### src/hdl/bpps_pkg.sv
`timescale 1ns / 1ps
`default_nettype none

package bpps_pkg;

    // Default coordinate width (signed Q8.8 points).
    localparam int COORD_WIDTH_DEF = 16;
    localparam int NORMAL_W        = 16;

    // Reciprocal square root iteration.
    localparam int          NEWTON_STEPS = 4;
    localparam logic [15:0] THREE_HALVES = 16'd49152;
    localparam logic [15:0] SEED_LT_29   = 16'd26214;
    localparam logic [15:0] SEED_LT_30   = 16'd19661;
    localparam logic [15:0] SEED_LT_31   = 16'd13926;
    localparam logic [15:0] SEED_HIGH    = 16'd10650;
    localparam logic [15:0] UNIT_Q14     = 16'd16384;

    // Shading constants.
    localparam int          SPEC_POWER = 14;
    localparam logic [16:0] SPEC_CAP   = 17'd65536;
    localparam logic [7:0]  SPEC_SCALE = 8'd150;
    // x / 5 == (x * RECIP5) >> 34 for every 32-bit x.
    localparam logic [31:0] RECIP5     = 32'hCCCC_CCCD;

    localparam int QUEUE_DEPTH = 4;

    localparam logic [7:0] COLOR_RESET = 8'd100;

    typedef logic [1:0] cfg_index_t;
    localparam cfg_index_t CFG_RED   = 2'd0;
    localparam cfg_index_t CFG_GREEN = 2'd1;
    localparam cfg_index_t CFG_BLUE  = 2'd2;

    typedef struct packed {
        logic [7:0] blue;
        logic [7:0] green;
        logic [7:0] red;
    } color_t;

    // Ambient term floor(c * 2^14 / 5). 2^14 = 5 * 3276 + 4, and the small
    // remainder part (4c) / 5 uses (x * 205) >> 10, exact for x below 1024.
    function automatic logic [19:0] color_base(input logic [7:0] c);
        logic [19:0] whole;
        logic [19:0] frac;
        whole = 20'(c) * 20'd3276;
        frac  = (20'(c) * 20'd820) >> 10;
        return whole + frac;
    endfunction

endpackage

`default_nettype wire

### src/hdl/bpps_front.sv
`timescale 1ns / 1ps
`default_nettype none

// Input register: takes a pixel transaction and forms the light and view
// direction vectors relative to the shaded point.
module bpps_front #(
    parameter int COORD_WIDTH = bpps_pkg::COORD_WIDTH_DEF,
    parameter int IN_W        = 48,
    parameter int FE_W        = 48
) (
    input  wire logic            clk,
    input  wire logic            rst_n,
    input  wire logic            s_tvalid,
    output logic                 s_tready,
    input  wire logic [IN_W-1:0] s_tdata,
    output logic                 out_valid,
    input  wire logic            out_ready,
    output logic [FE_W-1:0]      out_data
);

    localparam int NW  = bpps_pkg::NORMAL_W;
    localparam int DW  = COORD_WIDTH + 1;
    localparam int SRF = 3 * NW;
    localparam int LGT = SRF + 3 * COORD_WIDTH;
    localparam int CAM = LGT + 3 * COORD_WIDTH;

    logic            valid_reg;
    logic [FE_W-1:0] data_reg;
    logic [FE_W-1:0] data_next;

    always_comb
    begin
        data_next = '0;
        for (int i = 0; i < 3; i++)
        begin
            logic signed [DW-1:0] surf;
            logic signed [DW-1:0] lgt;
            logic signed [DW-1:0] cam;
            surf = DW'($signed(s_tdata[SRF + COORD_WIDTH*i +: COORD_WIDTH]));
            lgt  = DW'($signed(s_tdata[LGT + COORD_WIDTH*i +: COORD_WIDTH]));
            cam  = DW'($signed(s_tdata[CAM + COORD_WIDTH*i +: COORD_WIDTH]));
            data_next[NW*i +: NW]              = s_tdata[NW*i +: NW];
            data_next[3*NW + DW*i +: DW]       = lgt - surf;
            data_next[3*NW + 3*DW + DW*i +: DW] = cam - surf;
        end
    end

    assign s_tready  = !valid_reg || out_ready;
    assign out_valid = valid_reg;
    assign out_data  = data_reg;

    always_ff @(posedge clk or negedge rst_n)
    begin
        if (!rst_n)
        begin
            valid_reg <= 1'b0;
        end
        else if (s_tready)
        begin
            valid_reg <= s_tvalid;
        end
    end

    always_ff @(posedge clk)
    begin
        if (s_tready && s_tvalid)
        begin
            data_reg <= data_next;
        end
    end

endmodule

`default_nettype wire

### config.mk
export PLATFORM = sky130hd
export DESIGN_NAME = bpps_front
export DESIGN_NICKNAME = d
export VERILOG_FILES = /design/src/hdl/bpps_pkg.sv /design/src/hdl/bpps_front.sv
export SDC_FILE = /design/constraint.sdc
export NUM_CORES = 1
export LEC_CHECK = 0
export CORE_MARGIN = 2
export CORE_UTILIZATION = 45
export DETAILED_ROUTE_END_ITERATION = 10
export DONT_BUFFER_PORTS = 1
export PLACE_DENSITY_LB_ADDON = 0.3
export SLEW_MARGIN = 20
export SYNTH_ARGS = -nofsm -noshare
export SYNTH_HDL_FRONTEND = slang
export SYNTH_SLANG_ARGS = --single-unit
export TNS_END_PERCENT = 5
### constraint.sdc
create_clock -name clk -period 1.25 [get_ports clk]
set_clock_uncertainty 0.05 [all_clocks]
set_input_delay 0.375 -clock clk [delete_from_list [all_inputs] [get_ports clk]]
set_output_delay 0.375 -clock clk [all_outputs]
set_load 0.01 [all_outputs]
* Yosys cells after proc, flatten, opt, wreduce, memory -nomap -nowiden *
Index checks and enable logic that the tools add are counted.

operators by class
  reduce and logical (&&, ||, !) cells = 3

operators by type and width
  cell                 number
  $logic_and A1 B1 Y1  1
  $logic_not A1 Y1     1
  $logic_or A1 B1 Y1   1

word-level totals
  bits in registers = 49
  input port bits = 52
  logic and storage cells = 5

* Logic depth before layout (Yosys ltp) *
  depth after elaboration = 3
  depth in mapped cells = 2

* Worst setup path before layout *
Ideal clock, no wire load.

  kind = reg2reg
  start point = reg valid_reg, in the netlist out_valid
  end point = reg data_reg[0], in the netlist out_data[0] (enable)
  data arrival time = 0.974 ns
  required time = 0.833 ns
  path slack = -0.140 ns
  stages on the path, launching flop included = 3
  path buffers = 0
  cell sequence = dfrtp_1 > nand2b_4 > and2_4

on the way
  longest elaborated chain between the ends = 3

RTL lines
  element                   line              RTL
  start: declaration        bpps_front.sv:27  logic valid_reg;
  start signal: assignment  bpps_front.sv:60  valid_reg <= s_tvalid;
  $logic_not A1 Y1          bpps_front.sv:48  assign s_tready = !valid_reg || out_ready;
  $logic_or A1 B1 Y1        bpps_front.sv:48
  net s_tready              bpps_front.sv:14  output logic s_tready,
  $logic_and A1 B1 Y1       bpps_front.sv:66  if (s_tready && s_tvalid)
  end signal: assignment    bpps_front.sv:68  data_reg <= data_next;
  end: declaration          bpps_front.sv:28  logic [FE_W-1:0] data_reg;

The timed path passes the listed nets, and every way through them passes these cells.
A chain may end at the register's enable or synchronous reset.

* Worst setup path in the final report *
  start point = reg valid_reg, in the netlist out_valid
  end point = out s_tready

on the way
  longest elaborated chain between the ends = 2

RTL lines
  element             line
  $logic_not A1 Y1    bpps_front.sv:48
  $logic_or A1 B1 Y1  bpps_front.sv:48
  end: declaration    bpps_front.sv:14

Every way passes these cells.

==> impl.org <==
** Power and ir drop
- The share of total power dissipated in sequential elements is 0.732.
- Dividing total power by cell area gives a power density of 1600 nW/um^2.
- In this run the power spent charging and discharging nets is around 530 uW.
- Switching power as a share of total power :: 0.196
- The share of total power dissipated in combinational logic is 0.035.
- Worst VDD drop :: 0.000711 V
- Cell-internal power :: ~2200 uW
- Summed over all cells, the static leakage comes to 0.000559 uW.
- Of the total power, the clock network draws 0.233.

** STA
- The number of max-slew violations in the final report came to 0.
- Minimum period implied by the final worst setup slack :: between 1 and 1.5 ns
- Maximum clock frequency :: a little over 0.7 GHz
- Setup violations remaining at the end of the flow were counted as 50.
- Normalized max-slew margin :: 0.904
- Final period utilization :: 1.10
- Across all setup checks in the final design, the least slack found is -0.128 ns.
- For the pin with the worst max-slew slack, the measured transition is between 0.1 and 0.15 ns.
- RSZ-0062 raised after global routing :: true
- Final Hold Viols :: 0

** Final layout
- Leaving out fill and tap cells, the most frequent cell in the layout is sky130_fd_sc_hd__edfxtp_1.
- Area grow syn2layout :: 13.7%
- Number of nets in the final layout :: ~120
- Antenna diodes :: 0
- The library cells used most frequently in the layout, excluding fill and tap cells, are sky130_fd_sc_hd__edfxtp_1 (48), sky130_fd_sc_hd__clkbuf_4 (5), sky130_fd_sc_hd__clkbuf_1 (3).
- Fraction of layout cells with a size suffix above 1 :: 0.194
- Final design utilization :: 0.548

** Yosys
- Avg Inst Size Synth :: ~29 sq um
- Proportion of netlist area held by the largest area contributor :: 0.964
- For this run, the register share of the synthesized area comes to 0.981.
- Area of the mapped netlist :: 1500 sq um
- Synthesis handed over a netlist of 52 instances.
- sky130_fd_sc_hd__edfxtp_1 takes more of the synthesized area than any other cell.
- Cells taking the most area after synthesis :: sky130_fd_sc_hd__edfxtp_1 (96%), sky130_fd_sc_hd__dfrtp_1 (1.7%), sky130_fd_sc_hd__nand2b_4 (0.92%)
- Distinct cell type count of the synthesized netlist :: 5
- Number of nets in the synthesized netlist :: about 100
- During synthesis, Yosys emitted a total of 0 warnings.
- Register bit total from synthesis :: between 40 and 50

** Die
- Die ar. :: about 3800 sq um
- Die X-Extent :: around 60 um
- Initial core utilization :: 0.482
- For this design the top-level I/O count stands at a little over 100.
- From bottom edge to top edge, the die measures 61.6 um.
- Cell Rows :: 20
- CORE AREA :: between 3000 and 4000 sq um

** Clock tree
- After clock tree synthesis, the clock-pin slew on the worst setup and hold paths is roughly 0.12 ns.
- Counting the buffers created by CTS gives 5.
- The cell sitting at the root of the clock tree is a sky130_fd_sc_hd__clkbuf_4.
- Number of levels the H-tree was split into :: 2
- The clock passes through at most 2 buffers.
- TritonCTS built the clock tree.
- CTS sink count :: 49
- Skew-Pair Late Insertion Delay :: around 0.34 ns

** Global route
- In the global route stage, overall resource usage came out at 0.109.
- Number of antenna violations at the first check in global routing :: 0
- Global routing finished with a remaining overflow of 0.
- The first global-routing pass estimated approximately 2.6 mm of wire.
- Entering global routing, the biggest net connects 27 pins.
- The via count of the first global-routing pass is approximately 530.

** Setup path
- WP data required :: about 0.83 ns
- STA classifies the critical path endpoint as an output port.
- Timing startpoint of the critical path :: out_valid$_DFFE_PN0P_
- Category of the critical setup timing path :: reg -> out
- Worst flop-to-flop path startpoint :: out_valid$_DFFE_PN0P_
- Of all nets on the critical path, the largest fanout is 2.
- Data on the critical path arrives at its endpoint at roughly 0.95 ns.
- The worst setup path is launched from a flip-flop.

** Route
- Number of vias per cell :: 5.15
- Average routed wire per standard cell :: around 20 um
- For this block, the initial DRC count from the detailed router was 36.
- In the routed design, unresolved DRC markers number 0.
- Antenna violation net count after detailed routing :: 0
- The routed layout has roughly 570 vias.
- Final wirelength :: roughly 2.2 mm
- The first TritonRoute pass finished after 3 iterations.

** Status
- The run finished, with violations left.
- Failing checks :: setup timing

** Worst hold path
- Hold Crit Class :: in -> reg
- Worst hold start :: s_tdata[30]

** Placed design
- Worst slack, placed :: ~0.066 ns
- Buffers placed on the I/O ports in this run total 0.
- At the end of routability-driven placement, the weighted congestion stood at just over 0.6.

** Job
- Max-cap viol count :: 0
-- through the flow --
stage | cells | setup TNS [ns] | total power (uW) | area (sq um) | hold WS [ns]
floorplan | 52 | -6.61 | 2060 | 1500 | 0.0294
global placement | 100 | 0 | 2100 | 1610 | 0.0294
detailed placement | 100 | 0 | 2110 | 1610 | 0.0295
CTS | 110 | -1.95 | 2750 | 1680 | 0.0473
global route | 111 | -4.64 | 2840 | 1700 | 0.0354
finish | 111 | -1.82 | 2720 | 1700 | 0.0729
-- power by group through the flow --
stage / Clock [uW] / Combinational [uW] / Sequential, uW
finish: 634 / 94.3 / 1990
global route: 734 / 103 / 2000
CTS: 674 / 83.6 / 1990
detailed placement: 0 / 75.8 / 2030
global placement: 0 / 73.7 / 2030
floorplan: 0 / 38.2 / 2020
-- cell usage after synthesis (all sizes together) --
master / instances
and2: 1
nand2b: 2
dfrtp: 1
edfxtp: 48
-- routing by layer --
layer,global-route usage,part of all wire,vias up
met5,0,0,-
met4,0.0638,0.018,0
met3,0.0840,0.13,5
met2,0.170,0.47,70
met1,0.101,0.38,264
li1,-,-,233
-- state kept, by name, indices dropped and copies added, names as in the netlist --
name	flops
out_data	48
out_valid	1
-- final timing paths --
path / to / slack [ns] / cells after the start
worst max-delay path: s_tready / -0.13 / 2
worst min-delay path: out_data[30]$_DFFE_PP_ / 0.07 / 0
worst max register to register: out_data[41]$_DFFE_PP_ / -0.05 / 4
worst min register to register: out_valid$_DFFE_PN0P_ / 0.63 / 3
max in group asynchronous: out_valid$_DFFE_PN0P_ / 0.87 / 1
min in group asynchronous: out_valid$_DFFE_PN0P_ / 0.18 / 1
-- worst max-delay path: stages, from the launching register on --
cell	delay, ns
sky130_fd_sc_hd__dfrtp_1	0.43
sky130_fd_sc_hd__nand2b_4	0.08
sky130_fd_sc_hd__buf_6	0.10
-- timing repair --
item                                    4_1_cts  5_1_grt
endpoints found under the setup margin        4       88
gates cloned                                  0        1
resized for setup                             1        0
hold endpoints to repair                      1        0
hold buffers                                  1        0
setup buffers                                 1        0
-- area by class of cell --
type / instances / area [sq um]
sequential: 49 / 1470
fill: 236 / 1400
timing repair buffer: 7 / 101
tap: 44 / 55.1
clock buffer: 8 / 48.8
multi-input combinational: 3 / 28.8
-- logic make-up after synthesis --
kind of cell  Yosys count  synth area share
flops                  49             0.981
simple gates            3            0.0192
Note: power is estimated with default switching activity, not from simulation.
