$ cat config.mk
export PLATFORM = sky130hd
export DESIGN_NAME = bpps_fifo
export DESIGN_NICKNAME = d
export VERILOG_FILES = /design/src/hdl/bpps_pkg.sv /design/src/hdl/bpps_fifo.sv
export SDC_FILE = /design/constraint.sdc
export NUM_CORES = 1
export LEC_CHECK = 0
export BUFFER_PORTS_ARGS = -buffer_cell sky130_fd_sc_hd__buf_4
export CAP_MARGIN = 20
export CORE_MARGIN = 10
export CORE_UTILIZATION = 35
export DETAILED_ROUTE_END_ITERATION = 10
export GPL_ROUTABILITY_DRIVEN = 0
export PLACE_DENSITY_LB_ADDON = 0.15
export SETUP_SLACK_MARGIN = 0.4
export SLEW_MARGIN = 30
export SYNTH_ARGS = -nofsm -noshare
export SYNTH_HDL_FRONTEND = slang
export SYNTH_SLANG_ARGS = --single-unit
$ cat constraint.sdc
create_clock -name clk -period 2.9 [get_ports clk]
set_clock_uncertainty 0.1 [all_clocks]
set_input_delay 0.29 -clock clk [delete_from_list [all_inputs] [get_ports clk]]
set_output_delay 0.29 -clock clk [all_outputs]
set_load 0.01 [all_outputs]
$ cat src/hdl/bpps_pkg.sv
`timescale 1ns / 1ps
`default_nettype none

package bpps_pkg;

    // Default coordinate width (signed Q8.8 points).
    localparam int COORD_WIDTH_DEF = 16;
    localparam int NORMAL_W        = 16;

    // Reciprocal square root iteration.
    localparam int          NEWTON_STEPS = 4;
    localparam logic [15:0] THREE_HALVES = 16'd49152;
    localparam logic [15:0] SEED_LT_29   = 16'd26214;
    localparam logic [15:0] SEED_LT_30   = 16'd19661;
    localparam logic [15:0] SEED_LT_31   = 16'd13926;
    localparam logic [15:0] SEED_HIGH    = 16'd10650;
    localparam logic [15:0] UNIT_Q14     = 16'd16384;

    // Shading constants.
    localparam int          SPEC_POWER = 14;
    localparam logic [16:0] SPEC_CAP   = 17'd65536;
    localparam logic [7:0]  SPEC_SCALE = 8'd150;
    // x / 5 == (x * RECIP5) >> 34 for every 32-bit x.
    localparam logic [31:0] RECIP5     = 32'hCCCC_CCCD;

    localparam int QUEUE_DEPTH = 4;

    localparam logic [7:0] COLOR_RESET = 8'd100;

    typedef logic [1:0] cfg_index_t;
    localparam cfg_index_t CFG_RED   = 2'd0;
    localparam cfg_index_t CFG_GREEN = 2'd1;
    localparam cfg_index_t CFG_BLUE  = 2'd2;

    typedef struct packed {
        logic [7:0] blue;
        logic [7:0] green;
        logic [7:0] red;
    } color_t;

    // Ambient term floor(c * 2^14 / 5). 2^14 = 5 * 3276 + 4, and the small
    // remainder part (4c) / 5 uses (x * 205) >> 10, exact for x below 1024.
    function automatic logic [19:0] color_base(input logic [7:0] c);
        logic [19:0] whole;
        logic [19:0] frac;
        whole = 20'(c) * 20'd3276;
        frac  = (20'(c) * 20'd820) >> 10;
        return whole + frac;
    endfunction

endpackage

`default_nettype wire

$ cat src/hdl/bpps_fifo.sv
`timescale 1ns / 1ps
`default_nettype none

// Small queue between the input register and the shading pipeline.
module bpps_fifo #(
    parameter int WIDTH = 8,
    parameter int DEPTH = bpps_pkg::QUEUE_DEPTH
) (
    input  wire logic             clk,
    input  wire logic             rst_n,
    input  wire logic             push_valid,
    output logic                  push_ready,
    input  wire logic [WIDTH-1:0] push_data,
    output logic                  pop_valid,
    input  wire logic             pop_ready,
    output logic [WIDTH-1:0]      pop_data
);

    localparam int AW = $clog2(DEPTH);

    logic [WIDTH-1:0] mem [DEPTH];
    logic [AW-1:0]    wr_ptr_reg;
    logic [AW-1:0]    rd_ptr_reg;
    logic [AW:0]      count_reg;
    logic             push;
    logic             pop;

    assign push_ready = (count_reg != (AW+1)'(DEPTH));
    assign pop_valid  = (count_reg != '0);
    assign push       = push_valid && push_ready;
    assign pop        = pop_valid && pop_ready;
    assign pop_data   = mem[rd_ptr_reg];

    always_ff @(posedge clk)
    begin
        if (push)
        begin
            mem[wr_ptr_reg] <= push_data;
        end
    end

    always_ff @(posedge clk or negedge rst_n)
    begin
        if (!rst_n)
        begin
            wr_ptr_reg <= '0;
            rd_ptr_reg <= '0;
            count_reg  <= '0;
        end
        else
        begin
            if (push)
            begin
                wr_ptr_reg <= (wr_ptr_reg == AW'(DEPTH - 1)) ? '0 : wr_ptr_reg + AW'(1);
            end
            if (pop)
            begin
                rd_ptr_reg <= (rd_ptr_reg == AW'(DEPTH - 1)) ? '0 : rd_ptr_reg + AW'(1);
            end
            if (push && !pop)
            begin
                count_reg <= count_reg + (AW+1)'(1);
            end
            else if (pop && !push)
            begin
                count_reg <= count_reg - (AW+1)'(1);
            end
        end
    end

endmodule

`default_nettype wire

# Yosys cells after proc, flatten, opt, wreduce, memory -nomap -nowiden
# Memories as Yosys holds them, arrays and structs flattened.
# Cells that the tools add are included.
# word_totals
reg_bits	7
latchBits	0
ram_bits	32
rom_bits	0
inputBits	12
output_inout_bits	10
word_cells	25
mem_count	1
# classes
n_addsub	4
n_mul	0
div	0
magnitude_cmp	0
n_eq_ne	3
shifts	0
mux	6
bitwise	0
n_reduce_logical	8
# mem_list
memory	words	word_bits	rd	rd_clocked_by_memory_dff	wr	line	rtl
mem	4	8	1	0	1	bpps_fifo.sv:21	logic [WIDTH-1:0] mem [DEPTH];
# ops
cell	count
$mux 3	2
$add 2x1->2 const B	2
$eq 2x2->1 const B	2
$logic_and 1x1->1	4
$mux 2	2
$add 3x1->3 const B	1
$ne 3x3->1 const B	1
$reduce_bool 3->1	1
$sub 3x1->3 const B	1
$logic_not 1->1	2
$mux 1	2
$reduce_bool 2->1	1

# Depth between registers and ports, before layout
# Gate-level depths: netlist of the first run.
# depth
ltp_word	6
ltp_mapped	8
mapped_depth_nobuf	8

# Worst setup path after synthesis of the first run
# No wires, ideal clock.
# synth_path
path_type	register to register
from	register count_reg[0]
to	register count_reg[2]
setup_ns	0.079
t_arrival_ns	2.019
required_time_ns	2.721
setup_slack_ns	0.702
stages_incl_launch_ff	9
path_buffers	0
synth_period_minus_slack_ns	2.198
cell_sequence	dfrtp_1 > or3_2 > nand2_1 > ha_1 > inv_1 > fa_1 > xor2_1 > nor2_1 > xor2_1
# synth_between
elab_chain_cells	5
elab_cells_between_ends	13
# synth_lines
element	line	rtl
start, declared	bpps_fifo.sv:24	logic [AW:0] count_reg;
start signal, assigned	bpps_fifo.sv:62	count_reg <= count_reg + (AW+1)'(1);
start signal, assigned	bpps_fifo.sv:66	count_reg <= count_reg - (AW+1)'(1);
$reduce_bool 3->1 *	bpps_fifo.sv:29	assign pop_valid = (count_reg != '0);
via pop_valid	bpps_fifo.sv:14	output logic pop_valid,
$logic_and 1x1->1 *	bpps_fifo.sv:31	assign pop = pop_valid && pop_ready;
$logic_not 1->1	bpps_fifo.sv:60	if (push && !pop)
$logic_and 1x1->1	bpps_fifo.sv:60	
$mux 3 / $reduce_bool 2->1 (equally long branches)	n/a	
# The timed path passes the listed nets; every way through them passes the cells marked *. The select of a mux whose other input is x is not followed.
# A chain may end at the register's enable or synchronous reset.

# Worst setup path in the final report of the first run
# layout_path
from	register count_reg[0]
to	register count_reg[2]
# layout_between
elab_chain_cells	5
elab_cells_between_ends	13
# layout_lines
element
parallel branches: the longest is 5 deep, another holds $sub 3x1->3
# Parallel ways; which one is timed is not known. The select of a mux whose other input is x is not followed.

==> out/qor.txt, run 1 <==
H-tree levels - 2
worst slew pin tran - 0.651 ns
crit end category - flop
die area - 0.00765 mm2
clock sinks - 39
Final #Nets - 124
Design Area, Final - 0.00194 mm2
CP Launch Type - flop
Area contributors post-synth - edfxtp_1 60%, mux4_2 11%, dfrtp_1 11%
P_leak - 0.737 nW
wire length per cell - 17.4 um
Multi-input gate area - 438 um2
layout cells sized above 1 - 46.2%
Cell Pwr Density - 1020 mW/mm2
CTS tree - built
dpl hpwl - 1930 um
Layout area overhead - 21.4%
Crit path arrival time - 2.40 ns
synthesized cell area - 0.00159 mm2
Post-CTS Setup Repair Bufs - 0
row count - 24
Die Span Y - 87.5 um
core area - 0.00438 mm2
syn_area_per_cell - 20.4 um2
Synth area leader - edfxtp_1
Pre-antenna DRT Iters - 3
first-pass GRT wire length - 4510 um
worst hold slack - 0.102 ns
Clk pin slew, worst setup/hold paths - 0.08 ns
storage element area - 0.00114 mm2
TritonCTS buffer count - 5
I/O Pins - 22
Setup violations, final - 0
Post-synth EDFFs - 32
Final Hold Fails - 0
placed cell area - 0.00181 mm2
Yosys top cell area share - 60.3%
slowest stage delay, CP - 0.48 ns
fin crit period - 2.28 ns
Main synth FF type - edfxtp_1
Initial Util - 36.4%
drt drc - 0
critical path type - reg2reg
Final period util - 78.7%
CP Data Required Time - 3.02 ns
via count - 770
Post-synth top cells - 32 x edfxtp_1, 8 x mux4_2, 7 x dfrtp_1, 6 x ha_1, 4 x and3_2
Crit Path Max Fanout - 4
buffers from clock root to sink, at most - 2
Achievable Freq - 0.438 GHz
hold crit path type - in2reg
Final WS setup - 0.618 ns
Syn Inst Count - 78
MaxCap Viol Count - 0
Vias per Instance - 4.87
TNS Setup - 0 ns
final max-slew violation count - 0
drt total wl - 2760 um
Seq/Total Area, Yosys - 71.3%
Yosys Warn Count - 0
crit-path cells - or3_2 -> nand2_1 -> ha_1 -> inv_1 -> fa_1 -> xor2_1 -> nor2_1 -> xor2_1
count of cell types in the netlist - 18
slowest CP cell - or3_2
antenna fix cells - 0
DP Cell Count - 149
port bufs - 21
Synth Register Bits - 39
Critical Path Most Common Cell - xor2_1
vias in the first global route - 882
most common cell in the netlist - edfxtp_1
Largest register FFs - 32
Post-DRT Antenna Nets - 0
fill count - 389
initial antenna violation count - 0
Max IR drop VDD - 389 uV
Clock Latency Late Sink - 0.28 ns
CTS root buffer - clkbuf_8
Syn Nets - 97
grt ovf - 0
FFs w/ async S/R, synth - 17.9%
max_slew headroom - 56.6%
GR Util All Layers - 7.98%
status - complete, no violations
DRT iter0 DRCs - 43
Worst Path Buf+Inv - 1
CP delay by family, top - simple AND/OR/NAND/NOR gates
RSZ-0062 raised after global routing - false
pre-CTS setup slack - 0.596 ns
Layout Cells excl Fill - 158
largest net degree at the start of global routing - 13
Die Wd - 87.5 um
==> worst register-to-register path, stage by stage, from the launching register on <==
cell,delay [ns]
dfrtp_1,0.43
or3_2,0.48
nand2_1,0.16
ha_1,0.21
inv_1,0.06
fa_1,0.37
xor2_1,0.15
nor2_1,0.11
xor2_1,0.15
==> layout make-up <==
class	instances	area share, %
well taps	52	3.36
clock buffers	6	4.27
multi-input cells	34	22.6
inverters	3	0.582
repair buffers	22	8.66
clock inverters	2	1.81
flip-flops and latches	39	58.7
==> cells by family (layout without fill, tap and decap cells) <==
kind of cell | Yosys count | after routing | share of synthesized area, %
xor+xnor | 3 | 3 | 1.65
fa+ha+maj | 7 | 7 | 5.97
buf+inv | 5 | 33 | 1.26
flops | 39 | 39 | 71.3
mux | 13 | 13 | 15.3
simple gates | 11 | 11 | 4.55
==> per-stage QoR <==
stage                     total power, mW  utilization [%]
after global placement               1.54             41.2
after global routing                 2.11             44.1
after floorplan                      1.29                -
final                                1.97             44.1
after CTS                            2.01             44.1
after detailed placement             1.55             41.2
==> metal layers <==
metal,GRT usage (%),vias to the layer above,wire length (um)
li1,-,355,-
met1,8.62,395,1150
met4,3.48,0,44
met2,13.2,16,1420
met5,0,-,0
met3,3.56,4,135
==> layout by cell type (no fill, tap or decap), drive strengths merged <==
| master | synthesis | routed |
|---|---|---|
| and2 | 1 | 1 |
| and3 | 4 | 4 |
| buf | 2 | 21 |
| bufinv | 0 | 1 |
| clkbuf | 0 | 6 |
| clkinv | 0 | 1 |
| dfrtp | 7 | 7 |
| dlygate4sd3 | 0 | 1 |
| edfxtp | 32 | 32 |
| fa | 1 | 1 |
| ha | 6 | 6 |
| inv | 3 | 3 |
| mux2 | 5 | 5 |
| mux4 | 8 | 8 |
| nand2 | 1 | 1 |
| nor2 | 3 | 3 |
| or3 | 1 | 1 |
| or3b | 1 | 1 |
| xnor2 | 1 | 1 |
| xor2 | 2 | 2 |
==> power by group <==
part           internal (mW)  leakage, nW  switching [mW]  total [mW]
logic                  0.372        0.301           0.257       0.630
clock network          0.278       0.0612           0.178       0.456
registers              0.758        0.375           0.129       0.887
==> timing repair <==
item	in CTS	in global routing
gates resized for setup	0	0
hold endpoints to repair	7	0
hold buffers	1	0
==> path summary, 6_finish.rpt <==
path	startpoint	to	slack, ns	depth (start not counted)
setup / recovery	count_reg[0]	count_reg[2]	0.62	8
hold / removal	push_data[1]	mem[1][1]	0.10	1
setup reg to reg	count_reg[0]	count_reg[2]	0.62	8
hold reg to reg	count_reg[2]	count_reg[2]	0.39	1
max in group asynchronous	rst_n	rd_ptr_reg[0]	2.32	2
min in group asynchronous	rst_n	count_reg[2]	0.26	2
No activity file was read; power rests on OpenSTA's default activity.
==> run 2: changes to the inputs <==
- clock period: 2.9 -> 2.2 ns (I/O delays scaled with it)
==> out/qor.txt, run 2 (synthesis gave the netlist of run 1 again) <==
worst hold slack - 0.0240 ns (-0.0778 ns)
clock sinks - 39 (unchanged)
CTS tree - built
vias in the first global route - 911 (+3.3%)
worst hold path stage count - 1 (unchanged)
Crit path arrival time - 2.11 ns (-0.29 ns)
FF-to-FF path depth - 6 (-2)
Design Area, Final - 0.00211 mm2 (+8.9%)
initial antenna violation count - 0 (unchanged)
Clk pin slew, worst setup/hold paths - 0.08 ns (about the same)
uppermost layer routed - met4
most frequent cells in the layout - 32 x edfxtp_1, 21 x buf_4, 11 x buf_6
wire length per cell - 17.1 um (-2.1%)
grt ovf - 0 (unchanged)
hold wc startpoint - push_data[7]
max_slew headroom - 82.8% (+26 points)
MaxCap Viol Count - 0 (unchanged)
Metal-1 WL - 1210 um (+4.6%)
port bufs - 21 (unchanged)
placed cell area - 0.00183 mm2 (+1.0%)
slowest CP cell - dfrtp_1
Final Hold Fails - 0 (unchanged)
dpl hpwl - 1930 um (+0.11%)
Worst R2R Start - count_reg[1]
status - complete, no violations
final max-slew violation count - 0 (unchanged)
Largest register FFs - 32 (unchanged)
Clock Latency Late Sink - 0.29 ns (about the same)
first-pass GRT wire length - 4740 um (+5.2%)
Initial Util - 36.4% (unchanged)
Multi-input gate area - 465 um2 (+6.3%)
TNS Setup - 0 ns (unchanged)
Setup violations, final - 0 (unchanged)
row count - 24 (unchanged)
Hold Path Sink - mem[1][7]
crit end category - flop
I/O Pins - 22 (unchanged)
H-tree levels - 2 (unchanged)
Post-DRT Antenna Nets - 0 (unchanged)
R2R Path End - count_reg[1]
core area - 0.00438 mm2 (unchanged)
CP Launch Type - flop
Die Wd - 87.5 um (unchanged)
commonest non-fill, non-tap cell in the layout - edfxtp_1
P_leak - 0.814 nW (+10%)
slowest stage delay, CP - 0.42 ns (-0.06 ns)
Final #Nets - 135 (+8.9%)
Achievable Freq - 0.492 GHz (+12%)
die area - 0.00765 mm2 (unchanged)
fill count - 383 (-1.5%)
GR Util All Layers - 8.33% (+0.35 points)
storage element area - 0.00114 mm2 (+0.44%)
critical path type - reg2reg
Layout area overhead - 32.2%
drt drc - 0 (unchanged)
Crit Path Max Fanout - 4 (unchanged)
pre-CTS setup slack - 0.0724 ns (-0.524 ns)
buffers from clock root to sink, at most - 2 (unchanged)
worst slew pin tran - 0.258 ns (-0.392 ns)
Vias per Instance - 4.79 (-1.7%)
RSZ-0062 raised after global routing - true
CTS root buffer - clkbuf_8
layout cells sized above 1 - 54.7% (+8.5 points)
crit-path cells - or3b_4 -> and2_4 -> ha_4 -> inv_2 -> fa_1 -> mux2_4
CP Data Required Time - 2.28 ns (-0.74 ns)
Final WS setup - 0.168 ns (-0.449 ns)
TritonCTS buffer count - 5 (unchanged)
WL met3 - 108 um (-20%)
Final period util - 92.3% (+14 points)
antenna fix cells - 0 (unchanged)
Cell Pwr Density - 1410 mW/mm2 (+38%)
Pre-antenna DRT Iters - 4 (+1)
drt total wl - 2890 um (+4.7%)
hold crit path type - in2reg
Register-to-Register Setup Slack - 0.17 ns (-0.45 ns)
met2 routed WL - 1530 um (+7.6%)
Die Span Y - 87.5 um (unchanged)
fin crit period - 2.03 ns (-0.251 ns)
Max IR drop VDD - 495 uV (+27%)
DRT iter0 DRCs - 59 (+37%)
largest net degree at the start of global routing - 13 (unchanged)
via count - 810 (+5.2%)
==> run 2: timing repair <==
item	in CTS	in global routing
buffers inserted	10	1
resized for setup	10	7
gates cloned	0	0
endpoints found under the setup margin	10	10
hold endpoints to repair	7	0
hold buffers	1	0
pin swaps	5	1
==> run 2: worst max-delay path: cells and delay by family (launching register included) <==
family                     cells  cell delay (ns)
muxes                          1             0.27
buffers and inverters          1             0.04
and+or+nand+nor                2             0.54
adders and majority gates      2             0.54
DFF                            1             0.42
==> run 2: final cells by class <==
type / instances / area share [%]
sequential: 39 / 54.2
multi-input combinational: 34 / 22.1
timing repair buffer: 33 / 13.8
clock buffer: 6 / 3.44
tap: 52 / 3.09
clock inverter: 2 / 2.85
inverter: 3 / 0.534
==> run 2: worst max-delay path by stage <==
stage,start,endpoint,slack [ns]
floorplan,count_reg[1],count_reg[1],0.14
global placement,count_reg[0],count_reg[2],0.11
detailed placement,count_reg[0],count_reg[2],0.07
CTS,count_reg[1],count_reg[1],0.16
global route,count_reg[1],count_reg[1],0.09
finish,count_reg[1],count_reg[1],0.17
==> run 2: per-layer routing <==
metal | up-vias | global-route usage [%]
li1 | 375 | -
met1 | 416 | 9.35
met2 | 14 | 13.7
met3 | 5 | 3.56
met4 | 0 | 3.04
met5 | - | 0
==> run 2: stage by stage <==
step / instances / util (%) / total power [mW]
6_report: 169 / 48.1 / 2.97
5_1_grt: 169 / 48.1 / 3.16
4_1_cts: 168 / 47.3 / 2.95
3_5_place_dp: 149 / 41.7 / 2.08
3_3_place_gp: 149 / 41.7 / 2.06
2_1_floorplan: 78 / - / 1.73
==> run 2: power by group <==
| group | switching, mW | total, mW | internal [mW] | leakage, nW |
|---|---|---|---|---|
| registers | 0.124 | 1.13 | 1.01 | 0.373 |
| clock network | 0.247 | 0.700 | 0.453 | 0.0654 |
| logic | 0.445 | 1.14 | 0.695 | 0.375 |
| total | 0.816 | 2.97 | 2.16 | 0.814 |
==> run 3: changes to the inputs <==
- BUFFER_PORTS_ARGS: -buffer_cell sky130_fd_sc_hd__buf_4 -> -buffer_cell sky130_fd_sc_hd__buf_2
- clock period: 2.2 -> 2.3 ns (I/O delays scaled with it)
==> out/qor.txt, run 3 (synthesis gave the netlist of run 1 again) <==
status - complete, no violations
Multi-input gate area - 462 um2 (-0.81%)
core area - 0.00438 mm2 (unchanged)
Largest register FFs - 32 (unchanged)
hold wc startpoint - push_data[3]
antenna fix cells - 0 (unchanged)
Vias per Instance - 4.76 (-0.68%)
initial antenna violation count - 0 (unchanged)
DRT iter0 DRCs - 28 (-53%)
H-tree levels - 2 (unchanged)
MaxCap Viol Count - 0 (unchanged)
fin crit period - 2.06 ns (+0.0302 ns)
switching power - 0.735 mW (-9.9%)
Hold Path Sink - mem[2][3]
Crit Path Max Fanout - 4 (unchanged)
Setup violations, final - 0 (unchanged)
critical path type - reg2reg
largest net degree at the start of global routing - 12 (-1)
die area - 0.00765 mm2 (unchanged)
Final #Nets - 133 (-1.5%)
CP Data Required Time - 2.37 ns (+0.09 ns)
crit end category - flop
dpl hpwl - 1880 um (-2.3%)
pre-CTS setup slack - 0.186 ns (+0.113 ns)
CP Launch Type - flop
Layout Cells excl Fill - 167 (-1.2%)
port bufs - 21 (unchanged)
clock power share - 17.6% (-5.9 points)
drt total wl - 2830 um (-2.0%)
most frequent cells in the layout - 32 x edfxtp_1, 21 x buf_2, 8 x mux4_2, 8 x buf_4, 6 x dfrtp_1
storage element area - 0.00114 mm2 (-0.11%)
slowest CP cell - dfrtp_1
commonest non-fill, non-tap cell in the layout - edfxtp_1
slowest stage delay, CP - 0.41 ns (about the same)
part of the power in registers - 44.4% (+6.3 points)
Register-to-Register Setup Slack - 0.24 ns (+0.07 ns)
drt drc - 0 (unchanged)
vias in the first global route - 897 (-1.5%)
Post-DRT Antenna Nets - 0 (unchanged)
Crit path arrival time - 2.13 ns (+0.02 ns)
Die Span Y - 87.5 um (unchanged)
I/O Pins - 22 (unchanged)
Total Power - 2.42 mW (-18%)
grt ovf - 0 (unchanged)
Max IR drop VDD - 423 uV (-15%)
first-pass GRT wire length - 4510 um (-5.0%)
RSZ-0062 raised after global routing - true
Cell Pwr Density - 1250 mW/mm2 (-11%)
Gate power share - 38.0% (-0.4 points)
Sw Share - 30.3% (+2.9 points)
row count - 24 (unchanged)
Pre-antenna DRT Iters - 4 (unchanged)
via count - 795 (-1.9%)
GR Util All Layers - 8.00% (-0.33 points)
Die Wd - 87.5 um (unchanged)
FF-to-FF path depth - 6 (unchanged)
Layout area overhead - 21.7%
worst hold slack - 0.0616 ns (+0.0376 ns)
TNS Setup - 0 ns (unchanged)
worst hold path stage count - 1 (unchanged)
max_slew headroom - 69.2% (-14 points)
TritonCTS buffer count - 5 (unchanged)
DP Cell Count - 149 (unchanged)
Final period util - 89.6% (-2.7 points)
buffers from clock root to sink, at most - 2 (unchanged)
Clk pin slew, worst setup/hold paths - 0.07 ns (about the same)
layout cells sized above 1 - 51.3% (-3.4 points)
final max-slew violation count - 0 (unchanged)
Final WS setup - 0.238 ns (+0.0698 ns)
worst slew pin tran - 0.462 ns (+0.204 ns)
fill count - 401 (+4.7%)
P_leak - 0.741 nW (-9.0%)
hold crit path type - in2reg
Worst R2R Start - count_reg[1]
Achievable Freq - 0.485 GHz (-1.5%)
wire length per cell - 16.9 um (-0.87%)
Initial Util - 36.4% (unchanged)
CTS root buffer - clkbuf_8
Final Hold Fails - 0 (unchanged)
crit-path cells - or3b_4 -> and2_4 -> ha_4 -> inv_2 -> fa_1 -> mux2_2
R2R Path End - count_reg[1]
Clock Latency Late Sink - 0.28 ns (about the same)
clock sinks - 39 (unchanged)
Internal - 1.69 mW (-22%)
CTS tree - built
## run 3: power groups by stage
| stage | clock, mW | sequential [mW] | combinational, mW |
|---|---|---|---|
| detailed placement | 0 | 1.14 | 0.774 |
| global route | 0.471 | 1.10 | 1.02 |
| global placement | 0 | 1.13 | 0.765 |
| floorplan | 0 | 1.03 | 0.617 |
| CTS | 0.441 | 1.13 | 0.864 |
| finish | 0.427 | 1.08 | 0.922 |
## run 3: worst max-delay path: cells and delay by family (launching register included)
family,cells,cell delay [ns]
flops,1,0.41
simple gates,2,0.57
buf+inv,1,0.05
fa+ha+maj,2,0.56
mux,1,0.27
## run 3: per-layer routing
layer / vias up / wire (um) / GRT usage (%)
li1: 374 / - / -
met1: 400 / 1150 / 8.68
met2: 16 / 1490 / 13.1
met3: 5 / 154 / 3.93
met4: 0 / 38 / 3.04
met5: - / 0 / 0
## run 3: area by class of cell
cell class	count	share of cell area, %
Multi-Input combinational cell	34	23.8
Inverter	3	0.580
Tap cell	52	3.35
Clock buffer	8	4.13
Timing Repair Buffer	31	9.41
Sequential cell	39	58.7
## run 3: per-stage QoR
step,util (%),area [um2]
6_report,44.3,1940
5_1_grt,44.3,1940
4_1_cts,43.9,1930
3_5_place_dp,40.5,1770
3_3_place_gp,40.5,1770
2_1_floorplan,-,1610
## run 3: worst max path at each step
stage	startpoint	end	slack, ns
floorplan	count_reg[1]	count_reg[1]	0.24
global placement	count_reg[0]	count_reg[2]	0.22
detailed placement	count_reg[0]	count_reg[2]	0.19
CTS	count_reg[0]	count_reg[1]	0.24
global route	count_reg[2]	count_reg[2]	0.18
finish	count_reg[1]	count_reg[1]	0.24
## run 3: what timing repair did
action	CTS	global route
pin swaps	5	2
setup endpoints to repair	10	10
gates resized for setup	3	1
setup buffers	7	2
endpoints found under the hold margin	7	0
hold buffers	1	0
